## config.mk

```make
export PLATFORM = sky130hd
export DESIGN_NAME = gpio_interrupt_controller
export DESIGN_NICKNAME = d
export VERILOG_FILES = /design/src/hw/rtl/gic_pkg.sv /design/src/hw/rtl/gic_regs.sv /design/src/hw/rtl/gpio_interrupt_controller.sv
export SDC_FILE = /design/constraint.sdc
export NUM_CORES = 1
export LEC_CHECK = 0
export BUFFER_PORTS_ARGS = -buffer_cell sky130_fd_sc_hd__buf_2
export CELL_PAD_IN_SITES_DETAIL_PLACEMENT = 0
export CELL_PAD_IN_SITES_GLOBAL_PLACEMENT = 1
export CORE_AREA = 8 8 129 250
export CTS_CLUSTER_SIZE = 14
export DETAILED_ROUTE_END_ITERATION = 12
export DIE_AREA = 0 0 137 258
export PLACE_DENSITY = 0.71
export SETUP_SLACK_MARGIN = 0.05
export SLEW_MARGIN = 0
export SYNTH_ARGS = -nofsm -noshare
export SYNTH_HDL_FRONTEND = slang
export SYNTH_SLANG_ARGS = --single-unit
```

## constraint.sdc

```tcl
create_clock -name clock -period 4.9 [get_ports clock]
set_input_delay 0.98 -clock clock [delete_from_list [all_inputs] [get_ports clock]]
set_output_delay 0.98 -clock clock [all_outputs]
set_load 0.05 [all_outputs]
```

## src/hw/rtl/gic_pkg.sv

```systemverilog
// Shared types, register map and opcodes of the GPIO interrupt controller.
`default_nettype none

package gic_pkg;

   localparam int unsigned DATA_W            = 16;
   localparam int unsigned ADDR_W            = 6;
   localparam int unsigned OPCODE_W          = 2;
   localparam int unsigned PIN_IDX_W         = 4;
   localparam int unsigned PIN_COUNT_DEFAULT = 16;

   localparam logic [OPCODE_W-1:0] OP_READ  = 2'd0;
   localparam logic [OPCODE_W-1:0] OP_WRITE = 2'd1;
   localparam logic [OPCODE_W-1:0] OP_PIN   = 2'd2;

   localparam logic [ADDR_W-1:0] ADDR_DIR    = 6'd0;
   localparam logic [ADDR_W-1:0] ADDR_INDATA = 6'd1;
   localparam logic [ADDR_W-1:0] ADDR_SET    = 6'd2;
   localparam logic [ADDR_W-1:0] ADDR_CLR    = 6'd3;
   localparam logic [ADDR_W-1:0] ADDR_LVLSEL = 6'd4;
   localparam logic [ADDR_W-1:0] ADDR_RISE   = 6'd5;
   localparam logic [ADDR_W-1:0] ADDR_FALL   = 6'd6;
   localparam logic [ADDR_W-1:0] ADDR_IRQEN  = 6'd7;
   localparam logic [ADDR_W-1:0] ADDR_STATUS = 6'd8;
   localparam logic [ADDR_W-1:0] ADDR_STCLR  = 6'd9;
   localparam logic [ADDR_W-1:0] ADDR_INEN   = 6'd10;

   typedef struct packed {
      logic [OPCODE_W-1:0]  opcode;
      logic [ADDR_W-1:0]    word_address;
      logic [DATA_W-1:0]    write_data;
      logic [PIN_IDX_W-1:0] pin_index;
      logic                 pin_level;
   } req_type;

   typedef struct packed {
      logic [DATA_W-1:0] read_data;
      logic [DATA_W-1:0] pin_outputs;
      logic [DATA_W-1:0] irq_lines;
   } rsp_type;

endpackage

`default_nettype wire

```

## src/hw/rtl/gic_regs.sv

```systemverilog
// Register file of the GPIO controller with bus decode, edge latching and result logic.
`default_nettype none

module gic_regs #(
   parameter int unsigned PIN_COUNT = gic_pkg::PIN_COUNT_DEFAULT
) (
   input  logic              clock,
   input  logic              reset,
   input  logic              step_en,
   input  gic_pkg::req_type  item,
   output gic_pkg::rsp_type  result
);
   import gic_pkg::*;

   localparam int unsigned W = (PIN_COUNT < DATA_W) ? PIN_COUNT : DATA_W;

   logic [W-1:0] direction_ff,    direction_in;
   logic [W-1:0] output_data_ff,  output_data_in;
   logic [W-1:0] level_select_ff, level_select_in;
   logic [W-1:0] rise_enable_ff,  rise_enable_in;
   logic [W-1:0] fall_enable_ff,  fall_enable_in;
   logic [W-1:0] irq_enable_ff,   irq_enable_in;
   logic [W-1:0] input_enable_ff, input_enable_in;
   logic [W-1:0] pin_levels_ff,   pin_levels_in;
   logic [W-1:0] edge_status_ff,  edge_status_in;

   logic [W-1:0] wdata;
   logic [W-1:0] live;
   logic [W-1:0] pin_bit;
   logic [W-1:0] read_value;
   logic         pin_ok;

   always_comb begin
      direction_in    = direction_ff;
      output_data_in  = output_data_ff;
      level_select_in = level_select_ff;
      rise_enable_in  = rise_enable_ff;
      fall_enable_in  = fall_enable_ff;
      irq_enable_in   = irq_enable_ff;
      input_enable_in = input_enable_ff;
      pin_levels_in   = pin_levels_ff;
      edge_status_in  = edge_status_ff;
      read_value      = '0;
      wdata           = item.write_data[W-1:0];
      live            = ~direction_ff & input_enable_ff;
      pin_bit         = W'(1) << item.pin_index;
      pin_ok          = PIN_COUNT > 32'(item.pin_index);

      case (item.opcode)
         OP_READ: begin
            case (item.word_address)
               ADDR_DIR:    read_value = direction_ff;
               ADDR_INDATA: read_value = live & pin_levels_ff;
               ADDR_LVLSEL: read_value = level_select_ff;
               ADDR_RISE:   read_value = rise_enable_ff;
               ADDR_FALL:   read_value = fall_enable_ff;
               ADDR_IRQEN:  read_value = irq_enable_ff;
               ADDR_STATUS: read_value = edge_status_ff
                                       | (live & level_select_ff & pin_levels_ff);
               ADDR_INEN:   read_value = input_enable_ff;
               default:     read_value = '0;
            endcase
         end
         OP_WRITE: begin
            case (item.word_address)
               ADDR_DIR:    direction_in    = wdata;
               ADDR_SET:    output_data_in  = output_data_ff | wdata;
               ADDR_CLR:    output_data_in  = output_data_ff & ~wdata;
               ADDR_LVLSEL: level_select_in = wdata;
               ADDR_RISE:   rise_enable_in  = rise_enable_ff | wdata;
               ADDR_FALL:   fall_enable_in  = fall_enable_ff | wdata;
               ADDR_IRQEN:  irq_enable_in   = wdata;
               ADDR_STCLR:  edge_status_in  = edge_status_ff & ~wdata;
               ADDR_INEN:   input_enable_in = wdata;
               default:     ;
            endcase
         end
         OP_PIN: begin
            if (pin_ok) begin
               if (item.pin_level) begin
                  if (|(live & rise_enable_ff & ~pin_levels_ff & pin_bit)) begin
                     edge_status_in = edge_status_ff | pin_bit;
                  end
                  pin_levels_in = pin_levels_ff | pin_bit;
               end else begin
                  if (|(live & fall_enable_ff & pin_levels_ff & pin_bit)) begin
                     edge_status_in = edge_status_ff | pin_bit;
                  end
                  pin_levels_in = pin_levels_ff & ~pin_bit;
               end
            end
         end
         default: ;
      endcase

      result.read_data   = DATA_W'(read_value);
      result.pin_outputs = DATA_W'(direction_in & output_data_in);
      result.irq_lines   = DATA_W'(irq_enable_in & (edge_status_in
                           | (~direction_in & input_enable_in & level_select_in
                              & pin_levels_in)));
   end

   always_ff @(posedge clock) begin
      if (reset) begin
         direction_ff    <= '0;
         output_data_ff  <= '0;
         level_select_ff <= '0;
         rise_enable_ff  <= '0;
         fall_enable_ff  <= '0;
         irq_enable_ff   <= '0;
         input_enable_ff <= '0;
         pin_levels_ff   <= '0;
         edge_status_ff  <= '0;
      end else if (step_en) begin
         direction_ff    <= direction_in;
         output_data_ff  <= output_data_in;
         level_select_ff <= level_select_in;
         rise_enable_ff  <= rise_enable_in;
         fall_enable_ff  <= fall_enable_in;
         irq_enable_ff   <= irq_enable_in;
         input_enable_ff <= input_enable_in;
         pin_levels_ff   <= pin_levels_in;
         edge_status_ff  <= edge_status_in;
      end
   end

endmodule

`default_nettype wire

```

## src/hw/rtl/gpio_interrupt_controller.sv

```systemverilog
// Top level of the GPIO interrupt controller: input register, register file and result register.
//
//   Channel   Direction   Payload               Handshake
//   req_      in          gic_pkg::req_type     req_valid / req_stall
//   rsp_      out         gic_pkg::rsp_type     rsp_valid / rsp_stall
//
// Each transaction is held in the input register and is then processed
// into the result register.
// One transaction is accepted per cycle while the result register is free or drained.
// Reset clears the GPIO registers and both valid flags.
// A stall on the result side holds the result register and then the input register.
`default_nettype none

module gpio_interrupt_controller #(
   parameter int unsigned PIN_COUNT = gic_pkg::PIN_COUNT_DEFAULT
) (
   input  logic              clock,
   input  logic              reset,
   input  logic              req_valid,
   output logic              req_stall,
   input  gic_pkg::req_type  req_payload,
   output logic              rsp_valid,
   input  logic              rsp_stall,
   output gic_pkg::rsp_type  rsp_payload
);
   import gic_pkg::*;

   logic    in_valid_ff,  in_valid_in;
   req_type in_item_ff;
   logic    out_valid_ff, out_valid_in;
   rsp_type out_item_ff;
   rsp_type result;
   logic    advance;
   logic    accept;

   assign advance   = in_valid_ff && (!out_valid_ff || !rsp_stall);
   assign req_stall = in_valid_ff && !advance;
   assign accept    = req_valid && !req_stall;

   always_comb begin
      in_valid_in = in_valid_ff;
      if (accept) begin
         in_valid_in = 1'b1;
      end else if (advance) begin
         in_valid_in = 1'b0;
      end
      out_valid_in = out_valid_ff;
      if (advance) begin
         out_valid_in = 1'b1;
      end else if (!rsp_stall) begin
         out_valid_in = 1'b0;
      end
   end

   gic_regs #(
      .PIN_COUNT (PIN_COUNT)
   ) u_regs (
      .clock   (clock),
      .reset   (reset),
      .step_en (advance),
      .item    (in_item_ff),
      .result  (result)
   );

   always_ff @(posedge clock) begin
      if (reset) begin
         in_valid_ff  <= 1'b0;
         out_valid_ff <= 1'b0;
      end else begin
         in_valid_ff  <= in_valid_in;
         out_valid_ff <= out_valid_in;
      end
   end

   always_ff @(posedge clock) begin
      if (accept) begin
         in_item_ff <= req_payload;
      end
      if (advance) begin
         out_item_ff <= result;
      end
   end

   assign rsp_valid   = out_valid_ff;
   assign rsp_payload = out_item_ff;

endmodule

`default_nettype wire

```

==> metrics.md <==
| Metric | Value |
|---|---|
| Worst rel slew slack | `25.6%` |
| Final hold vios | `0` |
| Initial Util | `39.4%` |
| Status | `finished clean` |
| Slew @ Worst Pin | `1.11 ns` |
| First-pass GRT wire length | `66,300 um` |
| Most frequent cell after synthesis | `nand2_1` |
| Number of buffers created by CTS | `22` |
| Reg clk slew, reported paths | `0.07 ns` |
| Vias/cell | `6.10` |
| Async SR Flop Fraction | `0%` |
| Warnings from Yosys | `0` |
| Syn-to-layout area delta | `12.6%` |
| CP most frequent cell | `a21oi_1` |
| Worst Skew | `0.0167 ns` |
| Global route total overflow | `0` |
| Area leader, netlist | `dfxtp_1` |
| Post-CTS resize count | `0` |
| Initial DRC Count | `940` |
| Max Slew Vio Count | `0` |
| CTS sink count | `223` |
| Yosys reg bits | `223` |
| Cell at the slowest stage of the critical path | `edfxtp_1` |
| CP arrival | `3.97 ns` |
| Mapped cell area | `0.0114 mm^2` |
| ANT nets after route | `0` |
| DR pass1 iterations | `5` |
| Layout cells sized above 1 | `15.3%` |
| Root Buffer | `clkbuf_16` |
| Pleak | `4.31 nW` |
| Clock buffer depth | `3` |
| Crit-path max cell delay | `0.80 ns` |
| Commonest cells post-synth | `nand2_1 (242), a21oi_1 (213), dfxtp_1 (146)` |
| Buf+Inv Stages, Crit Path | `0` |
| Chip width | `137 um` |
| VDD IR-drop max | `0.214 mV` |
| Row count | `88` |
| Crit-path leading delay family | `compound AO/OA/AOI/OAI gates` |
| WHS | `0.478 ns` |
| Cell count after synthesis | `1,299` |
| CTS tree | `built` |
| Worst-path cell chain | `and4b_1 > a22oi_1 > nand3_1 > o41ai_4 > a21oi_1 > a21oi_1 > a211oi_1` |
| Vias in the first global route | `10,283` |
| DIE AREA | `0.0353 mm^2` |
| Worst-path maximum fanout | `19` |
| Crit path launch type | `flop` |
| Nets | `1,369` |
| Critical Path RT | `5.16 ns` |
| Part of the cycle the worst path needs | `75.7%` |
| RePlAce Congestion | `0.959` |
| Final setup vio count | `0` |
| Residual DRC | `0` |
| RSZ-0062 raised after global routing | `no` |
| Syn avg cell area | `8.76 um^2` |
| IO buf count | `82` |
| Top-area cell type share of the netlist area | `25.7%` |
| Netlist cell types | `60` |
| Total GRT Usage | `25.2%` |
| Crit Path Class | `flop to flop` |
| Via count | `10,429` |
| DR WL/cell | `26.4 um` |
| Die height | `258 um` |
| H-tree depth | `1` |
| Mapped Nets | `1,335` |
| Post-CTS Setup Inserts | `0` |
| IO Count | `83` |
| Area contributors post-synth | `dfxtp_1 (26%), edfxtp_1 (20%), a21oi_1 (9.4%)` |
| Largest net degree at the start of global routing | `80` |
| Final setup TNS | `0 ns` |
| Ant diodes | `0` |
| Initial antenna violation count | `0` |
| PD cells | `319 mW/mm^2` |
| Max-cap violations | `0` |
| Crit end category | `flop` |
| Clk_lat worst skew | `0.53 ns` |
| Post-DP HPWL | `30,700 um` |
| Core ar. | `0.0288 mm^2` |
| Hold WC Path Type | `flop to flop` |
| Final WL | `45,100 um` |
| Seq/Total Area, Yosys | `46.0%` |
| Ys flop type | `dfxtp_1` |
| Fmax | `270 MHz` |
| Hold Buf Count CTS | `0` |
| Min Tclk post-route | `3.71 ns` |
| Post-synth EDFFs | `77` |
## cell families after synthesis
kind of cell	synth area share (%)
adders and majority gates	0.330
and+or+nand+nor	21.0
buffers and inverters	5.05
DFF	46.0
AOI/OAI and AO/OA	20.6
muxes	6.95
## metrics by stage
step | setup slack, ns | instance area (um^2) | utilization, % | cells | total power [mW]
floorplan | 1.17 | 11400 | - | 1299 | 2.23
global placement | 1.31 | 12100 | 41.8 | 1669 | 2.34
detailed placement | 1.25 | 12100 | 41.8 | 1669 | 2.34
CTS | 1.24 | 12800 | 44.4 | 1709 | 4.11
global route | 1.04 | 12800 | 44.4 | 1709 | 4.20
finish | 1.19 | 12800 | 44.4 | 1709 | 4.09
## state kept, by name, indices dropped and copies added (netlist names)
signal,cells
in_item_ff,29
in_valid_ff,1
rsp_payload,48
rsp_valid,1
u_regs.direction_ff,16
u_regs.edge_status_ff,16
u_regs.fall_enable_ff,16
u_regs.input_enable_ff,16
u_regs.irq_enable_ff,16
u_regs.level_select_ff,16
u_regs.output_data_ff,16
u_regs.pin_levels_ff,16
u_regs.rise_enable_ff,16
## path summary, 6_finish.rpt
| kind | start | end | slack, ns | cells past startpoint |
|---|---|---|---|---|
| worst min-delay path | u_regs.level_select_ff[13] | u_regs.level_select_ff[13] | 0.48 | 2 |
| worst max-delay path | in_item_ff[3] | rsp_payload[5] | 1.19 | 7 |
| worst max register to register | in_item_ff[3] | rsp_payload[5] | 1.19 | 7 |
| worst min register to register | u_regs.level_select_ff[13] | u_regs.level_select_ff[13] | 0.48 | 2 |
## metal layers
layer | vias up | track usage [%] | share of wire (%)
met3 | 180 | 3.36 | 5.8
met1 | 5025 | 26.1 | 34
met4 | 0 | 20.3 | 8.9
met2 | 482 | 44.1 | 51
li1 | 4742 | - | -
met5 | - | 0 | 0
## placed cells by master, fill, tap and decap left out, types with 4 or more instances in the layout
cell type,count
a211oi_1,35
a211oi_2,9
a21oi_1,213
a21oi_2,9
a221oi_1,5
a22o_1,10
a22oi_1,21
a31oi_1,12
and2_1,7
and3_1,4
and3b_1,10
and4b_1,5
buf_2,81
buf_4,44
clkbuf_1,4
clkbuf_16,23
clkinv_1,4
clkinv_2,5
dfxtp_1,146
edfxtp_1,77
inv_1,12
mux2_2,8
mux2i_1,70
nand2_1,242
nand3_1,36
nand4_1,8
nand4b_1,5
nor2_1,99
nor2b_1,9
nor3_1,18
nor3_2,5
nor4_1,4
nor4b_4,4
nor4bb_1,13
o211ai_1,14
o21ai_0,13
o21bai_1,11
o22ai_1,16
## worst min-delay path, cell delays in order, from the launching register on
cell and delay [ns]:
dfxtp_1 0.32, nand2_1 0.06, a21oi_1 0.05
## cell type report
cell class	count	area [um^2]
timing repair buffer	125	736
fill	2914	16000
clock buffer	28	604
inverter	13	50.0
sequential	223	5240
clock inverter	12	134
tap	360	450
multi-input combinational	948	5600
## report_power, final
| group | internal [mW] | switching, mW |
|---|---|---|
| Clock | 1.03 | 0.760 |
| Sequential | 1.95 | 0.0601 |
| Combinational | 0.0673 | 0.225 |
Power figures use the tool's default switching activity.
